$ cat config.mk
export PLATFORM = sky130hd
export DESIGN_NAME = tmae_ring
export DESIGN_NICKNAME = d
export VERILOG_FILES = /design/src/rtl/tmae_ring.sv
export SDC_FILE = /design/constraint.sdc
export NUM_CORES = 1
export LEC_CHECK = 0
export ABC_AREA = 1
export ABC_CLOCK_PERIOD_IN_PS = 6100
export BUFFER_PORTS_ARGS = -buffer_cell sky130_fd_sc_hd__buf_2
export CAP_MARGIN = 20
export CORE_ASPECT_RATIO = 1.1
export CORE_MARGIN = 1.5
export CORE_UTILIZATION = 61
export DETAILED_ROUTE_END_ITERATION = 10
export HOLD_SLACK_MARGIN = 0.03
export MAX_ROUTING_LAYER = met4
export PLACE_DENSITY = 0.75
export SYNTH_ARGS = -nofsm -noshare
export SYNTH_HDL_FRONTEND = slang
export SYNTH_SLANG_ARGS = --single-unit
$ cat constraint.sdc
create_clock -name clk -period 6.1 [get_ports clk]
set_clock_uncertainty 0.2 [all_clocks]
set_input_delay 0.61 -clock clk [delete_from_list [all_inputs] [get_ports clk]]
set_output_delay 0.61 -clock clk [all_outputs]
set_load 0.1 [all_outputs]
$ cat src/rtl/tmae_ring.sv
// Sample ring memory: one read-first access per transfer, with a fill flag.
`timescale 1ns / 1ps
`default_nettype none

module tmae_ring #(
  parameter int WINDOW = 10,
  parameter int SW     = 16
) (
  input  wire logic              clk,
  input  wire logic              rst,
  input  wire logic              accept,
  input  wire logic [3*SW-1:0]   wdata,
  output logic      [3*SW-1:0]   old
);

  localparam int PW = $clog2(WINDOW);

  logic [3*SW-1:0] mem [WINDOW];
  logic [3*SW-1:0] rdata;
  logic [PW-1:0]   ptr;
  logic            filled;
  logic            live;

  // Read the retiring entry and overwrite it in the same cycle.
  always_ff @(posedge clk) begin
    if (accept) begin
      rdata    <= mem[ptr];
      mem[ptr] <= wdata;
    end
  end

  always_ff @(posedge clk) begin
    if (rst) begin
      ptr    <= '0;
      filled <= 1'b0;
      live   <= 1'b0;
    end else if (accept) begin
      live <= filled;
      if (ptr == PW'(WINDOW - 1)) begin
        ptr    <= '0;
        filled <= 1'b1;
      end else begin
        ptr <= ptr + 1'b1;
      end
    end
  end

  // Entries not yet written since reset read as zero.
  assign old = live ? rdata : '0;

endmodule

`default_nettype wire

==> impl_metrics.json <==
{
  "outcome": "finished, final reports clean",
  "ios": 99,
  "synth_fp_nets": 1978,
  "grt_pass1_vias": 13300,
  "rows": 71,
  "hold_viol": 0,
  "die_w_um": 182,
  "port_buffers": 98,
  "drive_gt1_frac": 0.0983,
  "fmax_mhz": 255,
  "post-route-period-util": 0.642,
  "maxSlewHeadroom": 0.258,
  "grt_first_pass_wirelength_um": 72400,
  "cp.required_ps": 6140,
  "crit_fanout": 143,
  "core_area_um2": 34500,
  "htree_levels": 2,
  "clock_latency_ps": 570,
  "critPathMaxStageDelay_ps": 980,
  "cp.arrival_ps": 3960,
  "cts-buffers-inserted": 50,
  "syn_area_per_cell_um2": 11.2,
  "ys.flop_type": "edfxtp_1",
  "critical-path-top-delay-family": "simple AND/OR/NAND/NOR gates",
  "synth_cell_types": 18,
  "ys_async_sr_fraction": 0,
  "slew_viol_final": 0,
  "initial_core_util": 0.624,
  "worst_pin_slew_ps": 1110,
  "grt_use_total": 0.270,
  "dp_hpwl_um": 24400,
  "worstPathCellList": "inv_6 > nand3_1 > nor2_4 > buf_4",
  "crit_type": "register to register",
  "area_growth_pct": 10.8,
  "route.detailed.drc": 0,
  "cts_setup_buffers": 0,
  "setup_tns_ps": 0,
  "synth-seq-area-share": 0.742,
  "post_drt_wl_per_cell_um": 18.6,
  "path_clk_slew_ps": 60,
  "leakage_nw": 9.90,
  "cts_root_buf": "clkbuf_16",
  "cts_hold_buf": 0,
  "rsz0062_at_grt": "no",
  "maxCapViolCount": 0,
  "path_buf_inv": 2,
  "routed_wl_um": 46100,
  "ant_nets": 0,
  "cts_resized": 0,
  "crit_slowest_cell": "nor2_4",
  "drt_iter0_drc": 1372,
  "clock-sinks": 534,
  "drt_pass1_iterations": 6,
  "gp_congestion": 0.756,
  "grt_max_degree": 144,
  "syn_area_um2": 21500,
  "nets": 2059,
  "antenna_found_initial": 3,
  "synthCells": 1927,
  "vias_per_cell": 5.50,
  "via_count": 13700,
  "yosysWarningCount": 0,
  "synth-edff-count": 528,
  "utilization": 0.692,
  "worstSetupStartpointType": "register",
  "nFillCells": 2431,
  "cts_tree": "built",
  "min_period_ps": 3920,
  "yosys.area.top_type": "edfxtp_1",
  "peakVddDrop_mv": 0.279,
  "synthTopCellsByArea": "edfxtp_1 74%, nand2_1 18%, nor2_1 2.0%",
  "ctsLongestPathBuffers": 3,
  "dieArea_um2": 36400,
  "setup_violations": 0,
  "die_h_um": 200,
  "crit_path_end_kind": "register",
  "grt_overflow": 0,
  "hold_class": "primary input to register",
  "ys_ff_latch": 534,
  "yosys.area.top_type_share": 0.737,
  "powerDensity_nw_per_um2": 319
}
==> path summary, 6_finish.rpt <==
| check | endpoint | from | cells past startpoint | slack, ps |
|---|---|---|---|---|
| max | mem[4][15] | ptr[0] | 4 | 2180 |
| min | ptr[2] | rst | 2 | 110 |
| max reg2reg | mem[4][15] | ptr[0] | 4 | 2180 |
| min reg2reg | filled | filled | 2 | 290 |
==> cells in the mapped netlist (9+ instances only) <==
| master | instances |
|---|---|
| o21ai_0 | 40 |
| nor2_1 | 112 |
| edfxtp_1 | 528 |
| o21ai_1 | 10 |
| buf_4 | 9 |
| nand3_1 | 51 |
| buf_2 | 36 |
| nand2_1 | 1019 |
| clkbuf_1 | 30 |
| inv_1 | 57 |
| buf_6 | 13 |
==> registers in the layout, indices dropped and copies added (netlist names) <==
| name | cells |
|---|---|
| mem | 480 |
| filled | 1 |
| live | 1 |
| rdata | 48 |
| ptr | 4 |
==> through the flow <==
step	cells	setup slack, ps	hold WS, ps	area, um^2	total power [mW]
after CTS	2482	2130	80.9	23800	7.64
after global placement	2391	2220	257	22300	4.79
final	2486	2180	106	23800	7.61
after detailed placement	2393	2140	274	22300	4.81
after floorplan	1927	1180	241	21500	4.64
after global routing	2486	2010	78.7	23800	7.86
==> kinds of logic (layout without fill, tap and decap cells) <==
| kind of cell | count (synthesis) | in the layout | share of synthesized area |
|---|---|---|---|
| simple gates | 1186 | 1186 | 0.210 |
| flops | 534 | 534 | 0.742 |
| buf+inv | 154 | 272 | 0.0352 |
| compound gates | 53 | 53 | 0.0123 |
| other cells | 0 | 3 | 0 |
==> area by class of cell <==
type / instances / area, um^2 / share of cell area
Multi-Input combinational cell: 1239 / 4860 / 0.204
Tap cell: 438 / 548 / 0.0230
Inverter: 60 / 231 / 0.00971
Sequential cell: 534 / 16000 / 0.670
Antenna cell: 3 / 7.51 / 0.000315
Timing Repair Buffer: 123 / 731 / 0.0306
Clock inverter: 18 / 151 / 0.00635
Clock buffer: 71 / 1330 / 0.0558
==> worst register-to-register path, delay by kind of cell, from the launching register on <==
family,cells,cell delay [ps]
buffers and inverters,2,1260
AND/OR/NAND/NOR,2,1590
flip-flops,1,550
==> cell usage in the layout, fill, tap and decap left out <==
cell type   Yosys  final
nand2_1      1019   1019
edfxtp_1      528    528
nor2_1        112    104
buf_2          36     98
inv_1          57     56
nand3_1        51     51
clkbuf_16       0     50
o21ai_0        40     40
buf_4           9     22
clkbuf_1       30     21
o21ai_1        10     10
nor2_4          0      9
clkinv_1        0      8
clkinv_2        0      5
diode_2         0      3
inv_6           0      3
a21oi_1         3      3
dfxtp_1         6      3
inv_2           2      2
nor3_2          0      2
bufinv_16       0      2
buf_16          0      2
dfxtp_4         0      2
nor3_1          3      1
clkinv_8        0      1
clkinvlp_4      0      1
dfxtp_2         0      1
buf_12          0      1
==> where the power goes <==
group / internal, mW / total [mW] / leakage [nW] / switching (mW)
sequential: 4.14 / 4.17 / 4.88 / 0.0368
combinational: 0.130 / 0.563 / 4.31 / 0.434
clock: 1.60 / 2.88 / 0.714 / 1.27
total: 5.87 / 7.61 / 9.90 / 1.74
==> metal layers <==
layer | up-vias | track usage | wire (um)
met1 | 6544 | 0.343 | 18800
li1 | 6498 | - | -
met2 | 530 | 0.452 | 23000
met4 | 0 | 0.0921 | 1180
met3 | 92 | 0.0383 | 3180
met5 | - | - | 0
(Power assumes the default switching activity.)
