$ cat src/rtl/tmae_pkg.sv
// Shared types and constants of the three-axis moving average envelope block.
`timescale 1ns / 1ps
`default_nettype none

package tmae_pkg;

  localparam int AXES = 3;

  // Saturation limits of the Q.4 mean and of the integer envelopes.
  localparam logic signed [19:0] MEAN_MIN = 20'sh80000;
  localparam logic signed [19:0] MEAN_MAX = 20'sh7FFFF;
  localparam logic signed [15:0] ENV_MIN  = 16'sh8000;
  localparam logic signed [15:0] ENV_MAX  = 16'sh7FFF;

  // Magnitude thresholds beyond which a result saturates.
  localparam logic [31:0] MEAN_POS_LIM = 32'd524287;
  localparam logic [31:0] MEAN_NEG_LIM = 32'd524288;
  localparam logic [31:0] ENV_POS_LIM  = 32'd32767;
  localparam logic [31:0] ENV_NEG_LIM  = 32'd32768;

  typedef struct packed {
    logic signed [15:0] sample_x;
    logic signed [15:0] sample_y;
    logic signed [15:0] sample_z;
  } in_item_t;

  typedef struct packed {
    logic signed [19:0] mean_x;
    logic signed [19:0] mean_y;
    logic signed [19:0] mean_z;
    logic signed [15:0] lowest_x;
    logic signed [15:0] lowest_y;
    logic signed [15:0] lowest_z;
    logic signed [15:0] highest_x;
    logic signed [15:0] highest_y;
    logic signed [15:0] highest_z;
  } out_item_t;

  // Stage load enables handed to the divider lanes.
  typedef struct packed {
    logic load_prod;
    logic load_quot;
  } div_ctl_t;

endpackage

`default_nettype wire

$ cat src/rtl/tmae_recip_div.sv
// Two-stage divider by the window length: reciprocal multiply, then one correction.
`timescale 1ns / 1ps
`default_nettype none

module tmae_recip_div #(
  parameter int WINDOW = 10,
  parameter int NB     = 24
) (
  input  wire logic               clk,
  input  wire tmae_pkg::div_ctl_t ctl,
  input  wire logic [NB-1:0]      mag,
  input  wire logic               neg,
  output logic      [NB-1:0]      quot,
  output logic                    quot_neg
);

  localparam int PW = 2 * NB;
  localparam logic [NB-1:0] RECIP   = NB'((64'd1 << NB) / WINDOW);
  localparam logic [NB-1:0] DIVISOR = NB'(WINDOW);

  logic [PW-1:0] prod;
  logic [NB-1:0] mag_d;
  logic          neg_d;
  logic [NB-1:0] q0;
  logic [NB-1:0] rem;
  logic [NB-1:0] q_fix;

  always_ff @(posedge clk) begin
    if (ctl.load_prod) begin
      prod  <= PW'(mag) * PW'(RECIP);
      mag_d <= mag;
      neg_d <= neg;
    end
  end

  // The estimate is low by at most one; bump it when the remainder allows.
  always_comb begin
    q0    = prod[PW-1:NB];
    rem   = mag_d - NB'(q0 * DIVISOR);
    q_fix = (rem >= DIVISOR) ? q0 + NB'(1) : q0;
  end

  always_ff @(posedge clk) begin
    if (ctl.load_quot) begin
      quot     <= q_fix;
      quot_neg <= neg_d;
    end
  end

endmodule

`default_nettype wire

$ cat config.mk
export PLATFORM = sky130hd
export DESIGN_NAME = tmae_recip_div
export DESIGN_NICKNAME = d
export VERILOG_FILES = /design/src/rtl/tmae_pkg.sv /design/src/rtl/tmae_recip_div.sv
export SDC_FILE = /design/constraint.sdc
export NUM_CORES = 1
export LEC_CHECK = 0
export ABC_CLOCK_PERIOD_IN_PS = 7150
export BUFFER_PORTS_ARGS = -buffer_cell sky130_fd_sc_hd__buf_4
export CELL_PAD_IN_SITES_DETAIL_PLACEMENT = 2
export CELL_PAD_IN_SITES_GLOBAL_PLACEMENT = 2
export CORE_AREA = 2 2 179 181
export CTS_CLUSTER_DIAMETER = 100
export CTS_CLUSTER_SIZE = 24
export DETAILED_ROUTE_END_ITERATION = 8
export DIE_AREA = 0 0 181 183
export GPL_ROUTABILITY_DRIVEN = 0
export PLACE_DENSITY = 0.88
export SLEW_MARGIN = 25
export SYNTH_ARGS = -nofsm -noshare
export SYNTH_HDL_FRONTEND = slang
export SYNTH_SLANG_ARGS = --single-unit
$ cat constraint.sdc
create_clock -name clk -period 7.15 [get_ports clk]
set_clock_uncertainty 0.2 [all_clocks]
set_input_delay 0 -clock clk [delete_from_list [all_inputs] [get_ports clk]]
set_output_delay 0 -clock clk [all_outputs]
set_load 0.02 [all_outputs]
==> results.md, run 1 <==
- Outcome: completed
- Vertical extent of the die: approximately 180 um
- Crit path max-delay cell type: fa_1
- Max-Slew Margin vs Limit: 0.523
- Worst-skew pair later-pin latency: ~370 ps
- Vias: around 10000
- Port buffer count: 50
- Initial antenna violation count: 0
- Signed area change from the synthesized netlist to the final layout: 10.5%
- Fraction of final layout cells sized beyond drive strength 1: 0.0663
- Area share of the largest cell type after synthesis: 0.271
- Required time of the critical path: 7050 ps
- Total grt overflow: 0
- Largest net degree at the start of global routing: 46
- Clock-pin slew on the worst setup and hold paths: about 60 ps
- Final Hold Vio Count: 0
- Average footprint of a synthesized cell: roughly 10 sq um
- Peak fanout along the critical path: 6
- Post-detailed-placement half-perimeter wirelength: about 40000 um
- Final number of max-transition violations: 0
- Netlist cell types: 69
- CP Launch Type: input pin
- Number of buffers between clock root and the deepest sink: 2
- Vias in the first global route: 12400
- Upper clock frequency limit: approximately 0.14 GHz
- Die ar.: roughly 33000 sq um
- Total wire length after detailed routing: 50200 um
- CTS Buf Count: 9
- Die Width: approximately 180 um
- Capture instance of the worst register-to-register path: quot[6]
- Cell row count: 65
- Capturing element type of the critical path: flop
- Worst EP arrival: approximately 7000 ps
- EDFF count, synth: between 60 and 70
- Slowest Stage Delay on Critical Path: between 500 and 600 ps
- Number of remaining DRC errors: 0
- Sequence of cells on the critical path: dlygate4sd3_1 -> buf_4 -> ha_1 -> inv_1 -> fa_1 -> inv_1 -> fa_1 -> inv_1 -> fa_1 -> fa_1 -> inv_1 -> fa_1 -> ha_1 -> ha_1 -> nand2_1 -> nor3_1 -> nand2_1 -> nor3_1 -> o311a_1 -> nor2_2 -> o311a_1 -> a21oi_2 -> a21oi_1 -> xnor2_1
- Number of standard cells after synthesis: between 1000 and 1500
- # setup viols final: 0
- Via density per instance: 5.80
- Sinks on Clock Net: 68
- Number of buffer and inverter stages on the critical path: 6
- Number of synthesized register bits: 68
- Core Region: 31200 sq um
- Antenna-violating nets left: 0
- Proportion of synthesized flip-flops having asynchronous set or reset: 0
- Effective utilization at floorplan: 0.424
- Cell occurring most often along the worst timing path: fa_1
- Antenna diodes: 0
- Crit Reg-Reg Startpoint: prod[25]
- Sequential cell area fraction in the yosys report: 0.154
- Clock tree from TritonCTS: built
- Worst hold path stage count: 1
- Worst setup slack before clock tree synthesis: roughly 230 ps
- Slack of the worst reg-to-reg path: 480 ps
- Dominant cell type by area after synthesis: ha_1
- Family with the most delay on the worst path: adder cells
- Routed len/inst: about 28 um
- Count of TritonRoute iterations in the first routing pass: 5
- H-tree levels: 3
- Period utilisation layout: 0.991
- Post-CTS setup buffer count: 0
- Mapped cell area: 13200 sq um
- Clock root buffer: clkbuf_16
- Final worst-path setup slack: 65.4 ps
- Logic depth of the worst register-to-register path: 23
- Ports placed on the boundary: between 50 and 60
- Startpoint of the lowest-slack hold path: ctl[1]
- Minimum clock period after layout: between 7000 and 8000 ps
- Biggest area contributors in the synthesized netlist: ha_1 27%, fa_1 25%, edfxtp_1 15%, inv_1 7.2%, xnor2_1 2.7%
- Kind of path behind the tightest hold check: in2reg
- Net count of the finished layout: about 1900
- Overall routing resource usage: 0.310
- Crit path kind: in2reg
- Endpoint, Worst Hold: prod[41]
- Global-route wire length before repair: 76500 um
- Transition time of the tightest slew-check pin: approximately 720 ps
- Iter 0 DRT Violations: 708
- Max capacitance violation total: 0
- Number of synthesis warnings: 0
- Leading register cell type out of synthesis: edfxtp_1
-- cells in the final DEF (no fill, tap or decap), drive strengths merged, types with 4 or more instances in the layout --
cell         count
a211oi           9
a21o            32
a21oi           49
a221oi           4
and2             7
and3            14
buf             50
clkbuf           9
dlygate4sd3     25
edfxtp          68
fa             167
ha             287
inv            256
nand2           43
nand2b          10
nand3           28
nand4           18
nor2            50
nor2b            8
nor3            24
nor4             6
o211ai           7
o21a            10
o21ai           44
o21bai           7
xnor2           41
xor2            36
-- cell usage after synthesis, types with 4 or more instances --
cell type and n:
o21ai_1 4, nand2b_1 10, o211ai_1 6, a21oi_1 47
nand3_1 26, inv_1 255, nor2b_1 8, nor3_1 24
edfxtp_1 68, nand2_1 43, clkbuf_1 6, ha_1 287
nor2_1 50, a21o_1 32, xor2_1 36, a211oi_1 7
nand4_1 18, fa_1 167, o21a_1 10, and3_1 13
and2_1 7, o21ai_0 38, o21bai_1 7, xnor2_1 41
nor4_1 6
-- final cells by class --
| cell class | count | area, sq um |
|---|---|---|
| clock inverters | 7 | 75.1 |
| fillers | 3262 | 16600 |
| flip-flops and latches | 68 | 2040 |
| inverters | 255 | 957 |
| well taps | 402 | 503 |
| clock buffers | 9 | 225 |
| repair buffers | 75 | 626 |
| multi-input cells | 959 | 10200 |
-- what timing repair did --
item	CTS	global route
endpoints found under the hold margin	47	0
resized for setup	0	10
endpoints found under the setup margin	0	28
hold buffers	25	0
-- how the worst max path moves through the flow --
stage                     endpoint  slack (ps)     start  depth (start not counted)
final                     prod[44]          70   mag[10]                         24
after global routing      prod[32]         -40    mag[4]                         21
after floorplan           prod[44]        1390    mag[9]                         22
after global placement     quot[9]         400  prod[25]                         23
after detailed placement   quot[6]         230  prod[25]                         23
after CTS                 prod[44]          40    mag[1]                         23
-- flip-flops by register name, indices dropped and copies added (netlist names) --
name and count:
quot 22, prod 21, mag_d 23, neg_d 1, quot_neg 1
-- metal layers --
| layer | vias to the layer above | GRT usage | routed length [um] |
|---|---|---|---|
| met3 | 128 | 0.0475 | 2320 |
| met1 | 5312 | 0.351 | 19600 |
| li1 | 4541 | - | - |
| met4 | 0 | 0.131 | 2090 |
| met5 | - | 0 | 0 |
| met2 | 308 | 0.581 | 26200 |
-- per-stage QoR --
step                instance area, sq um  hold WS [ps]  TNS, ps  cells   util
floorplan                          13200          -101        0   1296      -
global placement                   14000         -21.6        0   1734  0.449
detailed placement                 14000         -14.4        0   1734  0.449
CTS                                14600          32.0        0   1775  0.467
global route                       14600          47.2    -53.4   1775  0.468
finish                             14600          26.7        0   1775  0.468
-- logic make-up after synthesis --
kind of cell | after synthesis | share of synthesized area
multiplexers | 5 | 0.00397
buffers and inverters | 269 | 0.0786
other | 1 | 0.000283
AND/OR/NAND/NOR | 224 | 0.0861
adder cells (fa/ha/maj) | 454 | 0.524
XOR/XNOR | 77 | 0.0510
flip-flops | 68 | 0.154
AO/OA/AOI/OAI | 197 | 0.102
Power of run 1 is not shown: default switching activity piles up to over one toggle a cycle in this logic, so the estimate is an artifact.
==> run 2: changes to the inputs <==
--- a/config.mk
+++ b/config.mk
@@ -9,13 +9,14 @@
 export BUFFER_PORTS_ARGS = -buffer_cell sky130_fd_sc_hd__buf_4
 export CELL_PAD_IN_SITES_DETAIL_PLACEMENT = 2
 export CELL_PAD_IN_SITES_GLOBAL_PLACEMENT = 2
-export CORE_AREA = 2 2 179 181
+export CORE_AREA = 2 2 198 200
+export CTS_BUF_LIST = sky130_fd_sc_hd__clkbuf_16
 export CTS_CLUSTER_DIAMETER = 100
 export CTS_CLUSTER_SIZE = 24
 export DETAILED_ROUTE_END_ITERATION = 8
-export DIE_AREA = 0 0 181 183
+export DIE_AREA = 0 0 200 202
 export GPL_ROUTABILITY_DRIVEN = 0
-export PLACE_DENSITY = 0.88
+export PLACE_DENSITY = 0.75
 export SLEW_MARGIN = 25
 export SYNTH_ARGS = -nofsm -noshare
 export SYNTH_HDL_FRONTEND = slang
==> run 2 against run 1 <==
  * Wire length down 16%
  * Global-route usage shrank 9.1 points
  * Worst hold slack worse by 23 ps
  * Count of clock-buffer cells in the layout is the same
  * Setup slack improved by 360 ps
  * Register-to-register slack improved by 150 ps
  * First-iteration DRC count fell by 34%
  * Critical path type unchanged
  * Critical endpoint unchanged
  * Largest cell class unchanged
==> results.md, run 2 (same netlist as run 1, synthesis figures left out) <==
- Outcome: completed
- Final number of max-transition violations: 0 (unchanged)
- Unrepaired setup endpoints after global routing: false
- Effective utilization at floorplan: 0.346 (-0.0781)
- Slowest Stage Delay on Critical Path: 560 ps (about the same)
- Vertical extent of the die: 202 um (+10%)
- Endpoint, Worst Hold: neg_d
- Number of buffer and inverter stages on the critical path: 5 (-1)
- H-tree levels: 3 (unchanged)
- Sum of negative setup slack: 0 ps (unchanged)
- Core Region: 38300 sq um (+23%)
- Final Hold Vio Count: 0 (unchanged)
- Global-route wire length before repair: 66800 um (-13%)
- Vias: 9834 (-4.4%)
- Sequence of cells on the critical path: dlygate4sd3_1 -> buf_4 -> ha_1 -> xor2_1 -> ha_1 -> or2_2 -> fa_1 -> fa_1 -> fa_1 -> inv_1 -> fa_1 -> inv_1 -> ha_1 -> ha_1 -> nand4_1 -> nor2_1 -> a211oi_2 -> inv_1 -> o311a_1 -> nor2_1 -> o311a_1 -> a21oi_1 -> a21oi_1 -> xnor2_1
- Capturing element type of the critical path: flop
- Overall routing resource usage: 0.219 (-0.0908)
- Final standard cell area without fillers: 14800 sq um (+0.98%)
- Antenna-violating nets left: 0 (unchanged)
- Crit Reg-Reg Startpoint: prod[25]
- Iter 0 DRT Violations: 468 (-34%)
- Post-detailed-placement half-perimeter wirelength: 36500 um (-9.5%)
- Largest net degree at the start of global routing: 46 (unchanged)
- Number of remaining DRC errors: 0 (unchanged)
- Minimum clock period after layout: 6720 ps (-360 ps)
- Crit path kind: in2reg
- Ports placed on the boundary: 53 (unchanged)
- Startpoint of the lowest-slack hold path: ctl[1]
- Total grt overflow: 0 (unchanged)
- Max FFs per register: 23 (unchanged)
- Kind of path behind the tightest hold check: in2reg
- Critical path origin: mag[1]
- Port buffer count: 50 (unchanged)
- Required time of the critical path: 7040 ps (about the same)
- Antenna diodes: 0 (unchanged)
- Via density per instance: 5.19 (-10%)
- # setup viols final: 0 (unchanged)
- Met3 routed WL: 1100 um (-53%)
- CTS Buf Count: 9 (unchanged)
- Worst hold path stage count: 1 (unchanged)
- Fraction of final layout cells sized beyond drive strength 1: 0.0633 (-0.00301)
- Clock-pin slew on the worst setup and hold paths: 70 ps (about the same)
- Max capacitance violation total: 0 (unchanged)
- Die ar.: 40400 sq um (+22%)
- Crit path max-delay cell type: fa_1
- Highest metal layer used by the detailed router: met4
- Number of buffers between clock root and the deepest sink: 2 (unchanged)
- Total wire length after detailed routing: 42200 um (-16%)
- Wire length on met1: 18900 um (-3.4%)
- Clock tree from TritonCTS: built
- Die Width: 200 um (+10%)
- Largest regs: mag_d (23), quot (22), prod (21)
- Clock root buffer: clkbuf_16
- Capture instance of the worst register-to-register path: quot[3]
- Upper clock frequency limit: 0.149 GHz (+5.4%)
- Count of TritonRoute iterations in the first routing pass: 5 (unchanged)
- Placed inst area: 14200 sq um (+1.1%)
- Transition time of the tightest slew-check pin: 673 ps (-42.2 ps)
- Most common library cell in the layout ignoring fill and taps: ha_1
- Largest register by flop count: mag_d
- Most used cells in the layout excluding fill and tap cells: 287 x ha_1, 255 x inv_1, 167 x fa_1, 68 x edfxtp_1, 52 x buf_4
- Worst-skew pair later-pin latency: 360 ps (about the same)
- Family with the most delay on the worst path: adder cells
- Signed area change from the synthesized netlist to the final layout: 11.6%
- Vias in the first global route: 11600 (-6.3%)
- Slack of the worst reg-to-reg path: 630 ps (+150 ps)
- Worst EP arrival: 6610 ps (-380 ps)
- Initial antenna violation count: 0 (unchanged)
- Peak fanout along the critical path: 7 (+1)
- Routed length on met2: 21300 um (-19%)
- Max-Slew Margin vs Limit: 0.551 (+0.0282)
- Logic depth of the worst register-to-register path: 23 (unchanged)
- Net count of the finished layout: 1852 (+0.11%)
- Routed len/inst: 22.3 um (-21%)
- Sinks on Clock Net: 68 (unchanged)
- CP Launch Type: input pin
- Period utilisation layout: 0.940 (-0.0504)
- Cell row count: 72 (+11%)
-- run 2: through the flow --
stage	setup slack [ps]	instances	hold slack [ps]	utilization
final	426	1893	3.98	0.386
after global routing	22.2	1893	37.3	0.386
after CTS	286	1893	26.1	0.385
after detailed placement	312	1852	-19.0	0.371
after global placement	535	1852	-21.8	0.371
after floorplan	1390	1296	-101	-
-- run 2: timing repair --
item                                   4_1_cts  5_1_grt
hold buffers                                25        0
endpoints found under the hold margin       47        0
gates resized for setup                      0        2
setup endpoints to repair                    0       17
setup buffers                                0        0
-- run 2: worst max path at each step --
stage,to,cells past startpoint
floorplan,prod[44],22
global placement,quot[10],23
detailed placement,quot[3],23
CTS,quot[3],23
global route,prod[44],24
finish,prod[44],24
-- run 2: metal layers --
metal	vias to the layer above	GRT usage
li1	4542	-
met5	-	0
met1	5071	0.285
met4	0	0.0479
met3	55	0.0194
met2	166	0.392
-- run 2: worst register-to-register path, stage by stage (launching register included) --
cell and delay, ps:
edfxtp_1 520, ha_1 360, ha_1 250, inv_1 80, fa_1 200, nor2b_1 60
o21ai_1 160, a21oi_1 110, o21ai_1 180, a21oi_1 120, o21a_1 220, o31a_1 320
o41ai_2 480, xor2_1 150, ha_1 410, a21oi_1 290, nor2_1 110, a2111oi_0 410
nand4_1 160, nor4_1 330, nand3_1 180, or4_4 730, nand4_1 180, xnor2_1 80
-- run 2: layout make-up --
class | count | area (sq um)
Clock inverter | 7 | 82.6
Timing Repair Buffer | 77 | 641
Multi-Input combinational cell | 959 | 10200
Sequential cell | 68 | 2040
Fill cell | 4148 | 23500
Inverter | 255 | 957
Clock buffer | 9 | 225
Tap cell | 518 | 648
Power of run 2 is left out for the same reason.
